==> src/hdl/mf3_pkg.sv <==
// Shared constants, types and helper functions of the 3x3 median filter.
`default_nettype none

package mf3_pkg;

  localparam int DEF_MAX_WIDTH  = 1024;
  localparam int DEF_MAX_HEIGHT = 1024;
  localparam int PIX_W          = 8;
  localparam int ACC_W          = 28;
  localparam int CFG_W          = 11;
  localparam int OUT_DEPTH      = 8;

  typedef logic [PIX_W-1:0] pix_t;
  typedef logic [ACC_W-1:0] acc_t;
  typedef logic [CFG_W-1:0] cfg_data_t;
  typedef logic [0:0]       cfg_idx_t;

  localparam cfg_idx_t  REG_FRAME_WIDTH  = 1'b0;
  localparam cfg_idx_t  REG_FRAME_HEIGHT = 1'b1;
  localparam cfg_data_t CFG_SIZE_RESET   = 11'd1024;

  localparam logic OP_FLUSH = 1'b1;

  // [0] upper row, [1] middle row, [2] lower row
  typedef pix_t [2:0] column_t;

  typedef struct packed {
    logic last;
    pix_t fmax;
    pix_t fmin;
  } tag_t;

  typedef struct packed {
    logic    vld;
    column_t left;
    column_t center;
    column_t right;
    tag_t    tag;
  } med_req_t;

  typedef struct packed {
    logic vld;
    pix_t med;
    pix_t orig;
    tag_t tag;
  } med_rsp_t;

  typedef struct packed {
    pix_t med;
    logic last;
    pix_t fmax;
    pix_t fmin;
    acc_t acc;
  } out_word_t;

  function automatic pix_t pmin(pix_t a, pix_t b);
    return (a < b) ? a : b;
  endfunction

  function automatic pix_t pmax(pix_t a, pix_t b);
    return (a > b) ? a : b;
  endfunction

  function automatic pix_t med3(pix_t a, pix_t b, pix_t c);
    return pmax(pmin(a, b), pmin(pmax(a, b), c));
  endfunction

endpackage

`default_nettype wire

==> src/hdl/mf3_median.sv <==
// Three-stage median-of-nine pipeline: column sort, row reduce, final med3.
`default_nettype none

module mf3_median (
  input  logic              clk,
  input  logic              rst_n,
  input  mf3_pkg::med_req_t req,
  output mf3_pkg::med_rsp_t rsp
);
  import mf3_pkg::*;

  column_t [2:0] cols;
  pix_t [2:0]    lo_nxt, mi_nxt, hi_nxt;
  pix_t [2:0]    a_lo_r, a_mi_r, a_hi_r;
  logic          a_vld_r, b_vld_r, c_vld_r;
  tag_t          a_tag_r, b_tag_r, c_tag_r;
  pix_t          a_orig_r, b_orig_r, c_orig_r;
  pix_t          b_lo_r, b_mi_r, b_hi_r;
  pix_t          c_med_r;

  assign cols = {req.right, req.center, req.left};

  always_comb begin
    for (int i = 0; i < 3; i++) begin
      lo_nxt[i] = pmin(pmin(cols[i][0], cols[i][1]), cols[i][2]);
      mi_nxt[i] = med3(cols[i][0], cols[i][1], cols[i][2]);
      hi_nxt[i] = pmax(pmax(cols[i][0], cols[i][1]), cols[i][2]);
    end
  end

  always_ff @(posedge clk) begin
    if (!rst_n) begin
      a_vld_r <= 1'b0;
      b_vld_r <= 1'b0;
      c_vld_r <= 1'b0;
    end else begin
      a_vld_r <= req.vld;
      b_vld_r <= a_vld_r;
      c_vld_r <= b_vld_r;
    end
  end

  always_ff @(posedge clk) begin
    a_lo_r   <= lo_nxt;
    a_mi_r   <= mi_nxt;
    a_hi_r   <= hi_nxt;
    a_tag_r  <= req.tag;
    a_orig_r <= req.center[1];

    // median of nine = med3(max of lows, med of mids, min of highs)
    b_lo_r   <= pmax(pmax(a_lo_r[0], a_lo_r[1]), a_lo_r[2]);
    b_mi_r   <= med3(a_mi_r[0], a_mi_r[1], a_mi_r[2]);
    b_hi_r   <= pmin(pmin(a_hi_r[0], a_hi_r[1]), a_hi_r[2]);
    b_tag_r  <= a_tag_r;
    b_orig_r <= a_orig_r;

    c_med_r  <= med3(b_lo_r, b_mi_r, b_hi_r);
    c_tag_r  <= b_tag_r;
    c_orig_r <= b_orig_r;
  end

  assign rsp = '{vld: c_vld_r, med: c_med_r, orig: c_orig_r, tag: c_tag_r};

endmodule

`default_nettype wire

==> config.mk <==
export PLATFORM = sky130hd
export DESIGN_NAME = mf3_median
export DESIGN_NICKNAME = d
export VERILOG_FILES = /design/src/hdl/mf3_pkg.sv /design/src/hdl/mf3_median.sv
export SDC_FILE = /design/constraint.sdc
export NUM_CORES = 1
export LEC_CHECK = 0
export ABC_CLOCK_PERIOD_IN_PS = 12600
export BUFFER_PORTS_ARGS = -buffer_cell sky130_fd_sc_hd__buf_2
export CAP_MARGIN = 20
export CORE_ASPECT_RATIO = 1.1
export CORE_UTILIZATION = 39
export DETAILED_ROUTE_END_ITERATION = 16
export PLACE_DENSITY = 0.56
export SLEW_MARGIN = 20
export SYNTH_ARGS = -nofsm -noshare
export SYNTH_HDL_FRONTEND = slang
export SYNTH_SLANG_ARGS = --single-unit
==> constraint.sdc <==
create_clock -name clk -period 12.6 [get_ports clk]
set_clock_uncertainty 0.2 [all_clocks]
set_input_delay 0.63 -clock clk [delete_from_list [all_inputs] [get_ports clk]]
set_output_delay 0.63 -clock clk [all_outputs]
set_load 0.05 [all_outputs]
# --- After elaboration in Yosys (flattened, before gate mapping) ---
# Cells that the tools add are included.
op_classes:
  n_reduce_logical: 0
  addsub: 0
  n_mul: 0
  eq_ne: 0
  mux: 30
  magnitude_cmp: 30
  div_mod_pow: 0
  bitwise: 0
  n_shift: 0
op_table:
  columns: ["op", "n"]
  rows:
  - ["8-bit two-way mux", 30]
  - ["8-bit > comparator", 15]
  - ["8-bit less-than comparator", 15]
totals:
  mem_bits_rw: 0
  output_inout_bits: 34
  n_memories: 0
  elab_cells: 88
  ff_bits: 182
  mem_bits_ro: 0
  in_bits: 92
  latchBits: 0

# --- Depth between registers and ports, before layout ---
# Gate-level depths: netlist of run 1.
depth:
  depth_word: 6
  ltp_mapped: 28
  ltp_nobuf: 24

# --- Least setup slack after synthesis of run 1 ---
# No wires, ideal clock.
synth_timing:
  path_kind: "input port to flip-flop"
  start: "in req[74] (netlist name)"
  end: "reg a_mi_r[1] (netlist name)"
  setup_slack_ns: 7.286
  n_path_buf: 3
  setup_ns: 0.126
  arrival_time_ns: 4.988
  cell_stages: 23
  cell_sequence: "inv_1 ha_1 nor2b_1 o211ai_1 a21o_1 clkbuf_1 a21oi_2 mux2_2 ha_1 a21o_1 a21o_1 a21oi_1 o21a_1 clkbuf_1 mux2_2 ha_1 nor2b_1 o21ai_0 a21oi_1 o21bai_1 a21oi_1 clkbuf_1 o21ai_0"
synth_rtl:
  columns: ["item", "line_no", "source"]
  rows:
  - ["start: declaration", "mf3_median.sv:7", "input mf3_pkg::med_req_t req,"]
  - ["end signal: assignment", "mf3_median.sv:45", "a_mi_r <= mi_nxt;"]
  - ["end: declaration", "mf3_median.sv:14", "pix_t [2:0] a_lo_r, a_mi_r, a_hi_r;"]

==> results of run 1 <==
state kept, by name, summed over array words and instances (netlist names):
signal	count
b_lo_r	8
b_hi_r	8
a_lo_r	24
b_mi_r	8
a_vld_r	1
b_orig_r	8
a_orig_r	8
b_vld_r	1
rsp	17
a_mi_r	24
c_orig_r	8
b_tag_r	17
a_tag_r	17
a_hi_r	24
c_med_r	8
c_vld_r	1
cell type report:
cell class,count,share of cell area [%]
Timing Repair Buffer,126,5.20
Inverter,130,4.01
Multi-Input combinational cell,733,52.4
Sequential cell,182,29.9
Clock buffer,17,3.50
Tap cell,352,3.62
Clock inverter,15,1.32
cell families (layout without fill, tap and decap cells):
| group | count (synthesis) | count (layout) | synth area share (%) |
|---|---|---|---|
| adders and majority gates | 169 | 169 | 19.9 |
| muxes | 183 | 183 | 19.2 |
| AOI/OAI and AO/OA | 206 | 206 | 12.7 |
| and+or+nand+nor | 175 | 175 | 8.30 |
| buffers and inverters | 147 | 288 | 5.58 |
| DFF | 182 | 182 | 34.3 |
Yosys cell counts (2+ instances only):
cell type,count,area [µm²]
clkbuf_1,8,30.0
nor3_1,6,30.0
a221o_1,3,30.0
mux2_2,100,1130
and2_1,7,43.8
dfxtp_1,182,3640
a211oi_1,5,37.5
mux2_4,16,240
buf_4,2,15.0
a21o_1,39,293
and4_1,2,17.5
nand2b_1,6,37.5
o21a_1,11,82.6
nor2_1,41,154
buf_6,4,45.0
nor2b_1,14,87.6
and3_1,5,31.3
nand4_1,22,138
o211ai_1,7,52.6
nand2_1,37,139
mux2i_1,67,671
inv_1,130,488
o21bai_1,5,37.5
a21oi_1,47,235
o21ai_1,5,25.0
a21oi_2,4,35.0
o22ai_1,2,12.5
nand3_1,30,150
ha_1,169,2110
o21ai_0,63,315
power breakdown:
group,total (mW),internal (mW),switching (mW)
combinational,1.91,0.849,1.06
clock,0.515,0.265,0.249
sequential,0.815,0.729,0.0862
metrics by stage:
stage | utilization, % | power [mW]
global placement | 43.8 | 2.72
floorplan | - | 2.31
finish | 46.0 | 3.24
detailed placement | 43.8 | 2.73
global route | 46.0 | 3.56
CTS | 46.0 | 3.27
routing by layer:
layer / track usage, % / share of wire (%) / vias up
met5: 0 / 0 / -
met4: 4.41 / 0.89 / 0
met3: 3.11 / 2.8 / 15
met2: 30.5 / 48 / 116
met1: 21.8 / 48 / 3441
li1: - / - / 4045
final timing paths:
check	from	depth (start not counted)	endpoint
worst min-delay path	req[4]	1	a_tag_r[4]
worst min register to register	a_tag_r[9]	0	b_tag_r[9]
worst max-delay path	req[27]	22	a_mi_r[18]
worst max register to register	a_mi_r[9]	21	b_mi_r[2]
==> impl_metrics.env, run 1 <==
export IMPL_outcome="finished clean"
export IMPL_rsz0062_at_grt="false"
export IMPL_fmax_mhz=160
export IMPL_worstPathArrival_ns=6.31
export IMPL_final_nets=1451
export IMPL_final_common_cell="dfxtp_1"
export IMPL_grt_usage_pct=17.4
export IMPL_endpoint_kind="flip-flop"
export IMPL_r2r_slack_ns=6.82
export IMPL_finalHoldViolations=0
export IMPL_cap_violations=0
export IMPL_drt_pass1_iterations=4
export IMPL_placed_area_um2=11600
export IMPL_final_cell_mix="182 x dfxtp_1, 169 x ha_1, 130 x inv_1"
export IMPL_syn_to_final_growth_pct=14.7
export IMPL_avgSynthCellArea_um2=10.0
export IMPL_cts_hold_buf=0
export IMPL_final_area_um2=12200
export IMPL_viasPerCell=4.90
export IMPL_antenna_found_initial=0
export IMPL_drc=0
export IMPL_cts_tree="done"
export IMPL_antenna_cells=0
export IMPL_synth_cell_types=53
export IMPL_critPathKind="input pin to flip-flop"
export IMPL_die_y_um=175
export IMPL_seqCellArea_um2=3640
export IMPL_power_density_nw_per_um2=266
export IMPL_finalCritPeriodShare_pct=49.6
export IMPL_dieArea_um2=27900
export IMPL_globalplace_congestion=0.826
export IMPL_grt_pass1_vias=7625
export IMPL_ys_warn_count=0
export IMPL_path_buf_inv=3
export IMPL_ys_ff_latch=182
export IMPL_cp_required_ns=12.66
export IMPL_critPathLaunchType="input pin"
export IMPL_synth_edf_count=0
export IMPL_grt_pass1_wl_um=38400
export IMPL_clock_sinks=182
export IMPL_grt_overflow=0
export IMPL_rows=62
export IMPL_syn_num_nets=1323
export IMPL_async_flop_share_pct=0
export IMPL_post_cts_resized=0
export IMPL_vias=7617
export IMPL_multiInputGateArea_um2=6380
export IMPL_syn_inst=1062
export IMPL_clockBufferDepth=2
export IMPL_cts_root_buffer="clkbuf_16"
export IMPL_ys_seq_area_share_pct=34.3
export IMPL_ant_nets=0
export IMPL_dp_slack_ns=5.90
export IMPL_syn_cell_area_um2=10600
export IMPL_cp_slowest_cell="a21oi_1"
export IMPL_cts_setup_buffers=0
export IMPL_ir_drop_mv=0.202
export IMPL_setup_viol=0
export IMPL_wl_per_cell_um=15.0
export IMPL_tns_ns=0
export IMPL_crit_top_cell="o21ai_0"
export IMPL_critPathTopFamily="compound AO/OA/AOI/OAI gates"
export IMPL_hold_path_class="input pin to flip-flop"
export IMPL_pin_count=126
export IMPL_path_clk_slew_ns=0.07
export IMPL_core_area_um2=26500
export IMPL_hold_ws_ns=0.0950
export IMPL_slowest_delay_ns=0.78
export IMPL_die_x_um=159
export IMPL_htree_num_levels=4
export IMPL_relSlewSlack_pct=31.3
export IMPL_slew_violations=0
export IMPL_leakagePower_nw=6.17
export IMPL_critical_path_cell_chain="buf_2, inv_1, ha_1, and4b_1, a2111oi_1, o21ai_1, o21a_1, mux2_4, ha_1, nor2b_1, o21ai_0, nand2b_1, a21oi_1, o21ai_0, buf_4, mux2i_1, ha_1, o21ai_0, a21oi_1, o21bai_1, a21oi_1, o21ai_0"
export IMPL_fin_crit_ns=6.25
export IMPL_io_buffer_count=125
export IMPL_clk_latency_ns=0.43
export IMPL_drtIter0Drc=285
export IMPL_fin_ws_ns=6.35
export IMPL_nFillCells=2530
export IMPL_synth_main_ff_cell="dfxtp_1"
export IMPL_cp_max_fo=15
export IMPL_drt_total_wl_um=23300
export IMPL_drive_gt1_share_pct=23.9
export IMPL_dp_hpwl_um=19200
export IMPL_numPlacedInstances=1523
export IMPL_fin_cells=1555
export IMPL_tightestPinTransition_ns=1.03
export IMPL_start_util_pct=40.1
export IMPL_cts_buffers=17
export IMPL_grt_max_degree=20
(Power assumes the default switching activity.)
==> run 2, diff against run 1 <==
Settings changed: ABC_AREA set to 1, ABC_CLOCK_PERIOD_IN_PS 12600 to 5200, PLACE_DENSITY 0.56 to 0.58.
Clock period 12.6 ns to 5.2 ns, I/O delays scaled along.
==> run 2 against run 1 <==
Compared with the run above: via count grew 25%; core utilization grew 1.9 points; clock power grew to 2.5 times the previous value; critical path depth is the same; synthesized cell count grew 36%; combinational power grew to 3.3 times the previous value; first-iteration DRC count grew 53%; total power grew to 3.0 times the previous value; sequential cell count is the same; critical endpoint is now a_mi_r[11].
==> impl_metrics.env, run 2 <==
export IMPL_finalCritPeriodShare_pct=89.3
export IMPL_grt_usage_pct=18.4
export IMPL_avgSynthCellArea_um2=7.51
export IMPL_clockBufferDepth=2
export IMPL_drt_pass1_iterations=5
export IMPL_critPathLaunchType="input pin"
export IMPL_syn_cell_area_um2=10900
export IMPL_reg_top3="a_hi_r x24, a_lo_r x24, a_mi_r x24"
export IMPL_cp_max_fo=17
export IMPL_slowest_delay_ns=0.52
export IMPL_fmax_mhz=215
export IMPL_rows=63
export IMPL_ys_top_cells_by_area="dfxtp_1 34%, ha_1 19%, nand2_1 13%, inv_1 6.8%, o21ai_0 4.1%"
export IMPL_relSlewSlack_pct=45.8
export IMPL_outcome="finished clean"
export IMPL_dieArea_um2=28500
export IMPL_critPathKind="input pin to flip-flop"
export IMPL_slew_violations=0
export IMPL_synth_edf_count=0
export IMPL_viasPerCell=4.75
export IMPL_syn_num_nets=1706
export IMPL_leakagePower_nw=6.78
export IMPL_critical_path_cell_chain="dlygate4sd3_1, buf_2, inv_1, ha_1, nand2_1, nor2_2, nand3_1, o21ai_4, o21ai_2, ha_1, nand2_1, inv_1, nand3_1, o221ai_4, o21ai_1, ha_1, nand2_1, o21ai_0, nand2_1, a21oi_2, nand2_1, o21ai_1"
export IMPL_io_buffer_count=125
export IMPL_cts_root_buffer="clkbuf_16"
export IMPL_fin_crit_ns=4.64
export IMPL_setup_viol=0
export IMPL_vias=9502
export IMPL_worstPathArrival_ns=4.80
export IMPL_drtIter0Drc=435
export IMPL_yosys_cell_count_top_type="nand2_1"
export IMPL_ir_drop_mv=0.901
export IMPL_final_nets=1890
export IMPL_tns_ns=0
export IMPL_drc=0
export IMPL_drive_gt1_share_pct=16.0
export IMPL_power_density_nw_per_um2=734
export IMPL_grt_pass1_vias=9007
export IMPL_yosys_area_top_type_share_pct=33.6
export IMPL_rsz0062_at_grt="false"
export IMPL_cp_required_ns=5.36
export IMPL_cap_violations=0
export IMPL_tightestPinTransition_ns=0.805
export IMPL_synth_commonest_cells="375 x nand2_1, 198 x inv_1, 182 x dfxtp_1"
export IMPL_cts_tree="done"
export IMPL_final_common_cell="nand2_1"
export IMPL_antenna_found_initial=0
export IMPL_synth_main_ff_cell="dfxtp_1"
export IMPL_globalplace_congestion=0.881
export IMPL_cp_slowest_cell="dlygate4sd3_1"
export IMPL_ant_nets=0
export IMPL_hold_path_class="input pin to flip-flop"
export IMPL_grt_max_degree=20
export IMPL_netlist_top_cell_by_area="dfxtp_1"
export IMPL_placed_area_um2=11900
export IMPL_synth_cell_types=36
export IMPL_grt_pass1_wl_um=42200
export IMPL_pin_count=126
export IMPL_final_cell_mix="375 x nand2_1, 198 x inv_1, 182 x dfxtp_1"
export IMPL_htree_num_levels=4
export IMPL_grt_overflow=0
export IMPL_ys_seq_area_share_pct=33.6
export IMPL_syn_to_final_growth_pct=19.9
export IMPL_drt_total_wl_um=25500
export IMPL_finalHoldViolations=0
export IMPL_cts_buffers=17
export IMPL_finish_utilization_pct=47.9
export IMPL_async_flop_share_pct=0
export IMPL_start_util_pct=39.9
export IMPL_crit_top_cell="nand2_1"
export IMPL_die_y_um=177
export IMPL_ys_ff_latch=182
export IMPL_die_x_um=161
export IMPL_endpoint_kind="flip-flop"
export IMPL_syn_inst=1445
export IMPL_ys_warn_count=0
export IMPL_antenna_cells=0
export IMPL_clock_sinks=182
export IMPL_final_area_um2=13000
export IMPL_clk_latency_ns=0.44
export IMPL_dp_hpwl_um=21100
export IMPL_path_clk_slew_ns=0.07
export IMPL_wl_per_cell_um=12.7
export IMPL_core_area_um2=27200
==> run 2: cell types whose count changed in the layout (fill, tap and decap cells not counted), sizes merged, moves of 10 or more <==
cell | before | now
nand3 | 31 | 84
mux2 | 116 | 0
nor2b | 14 | 0
inv | 137 | 214
nand2 | 37 | 418
mux2i | 67 | 0
buf | 126 | 136
nand4 | 22 | 5
a21oi | 52 | 81
nor2 | 41 | 71
o21ai | 69 | 164
dlygate4sd3 | 0 | 52
a21o | 39 | 2
==> run 2: metrics by stage <==
step                      instances  setup slack [ns]  power (mW)  hold WS, ns
after floorplan                1445              1.02        6.82       0.0877
after global placement         1915             0.313        8.17        0.110
after detailed placement       1915             0.255        8.27        0.112
after CTS                      1999             0.269        9.64      0.00741
after global routing           1999             0.156        10.7       0.0334
final                          1999             0.558        9.55      0.00811
==> run 2: area by class of cell <==
cell class	instances	area [µm²]
fill	2743	14200
multi-input combinational	1033	6310
sequential	182	3640
timing repair buffer	188	1230
inverter	207	777
tap	357	447
clock buffer	17	425
clock inverter	15	185
==> run 2: worst max-delay path: cells and delay by family <==
kind | cells | cell delay [ns]
AO/OA/AOI/OAI | 7 | 1.99
adder cells (fa/ha/maj) | 3 | 0.95
AND/OR/NAND/NOR | 8 | 0.82
buffers and inverters | 4 | 0.78
==> run 2: where the power goes <==
part	internal [mW]	switching (mW)	total, mW
clock	0.693	0.616	1.31
combinational	2.26	3.94	6.21
sequential	1.82	0.215	2.04
==> run 2: per-layer routing <==
| layer | global-route usage [%] | vias to the layer above | share of wire (%) |
|---|---|---|---|
| met3 | 2.91 | 32 | 3.5 |
| met4 | 6.17 | 0 | 1.7 |
| met5 | 0 | - | 0 |
| met1 | 22.4 | 4197 | 46 |
| met2 | 32.8 | 178 | 49 |
| li1 | - | 5095 | - |
==> run 2: cell families after synthesis <==
kind of cell / after synthesis / share of synthesized area [%]
flip-flops: 182 / 33.6
AND/OR/NAND/NOR: 586 / 23.4
buffers and inverters: 230 / 8.32
AO/OA/AOI/OAI: 278 / 15.3
adder cells (fa/ha/maj): 169 / 19.5
==> run 2: path summary, 6_finish.rpt <==
check / from / to / depth (start not counted) / slack, ns
setup / recovery: req[56] / a_mi_r[11] / 22 / 0.56
hold / removal: req[32] / a_hi_r[23] / 5 / 0.008
setup reg to reg: a_mi_r[15] / b_mi_r[0] / 26 / 0.80
hold reg to reg: a_tag_r[6] / b_tag_r[6] / 0 / 0.12
==> run 2: repair_timing <==
item	CTS	global route
hold endpoints to repair	62	0
setup endpoints to repair	0	8
gates resized for setup	0	1
hold buffers	52	0
setup buffers	0	0
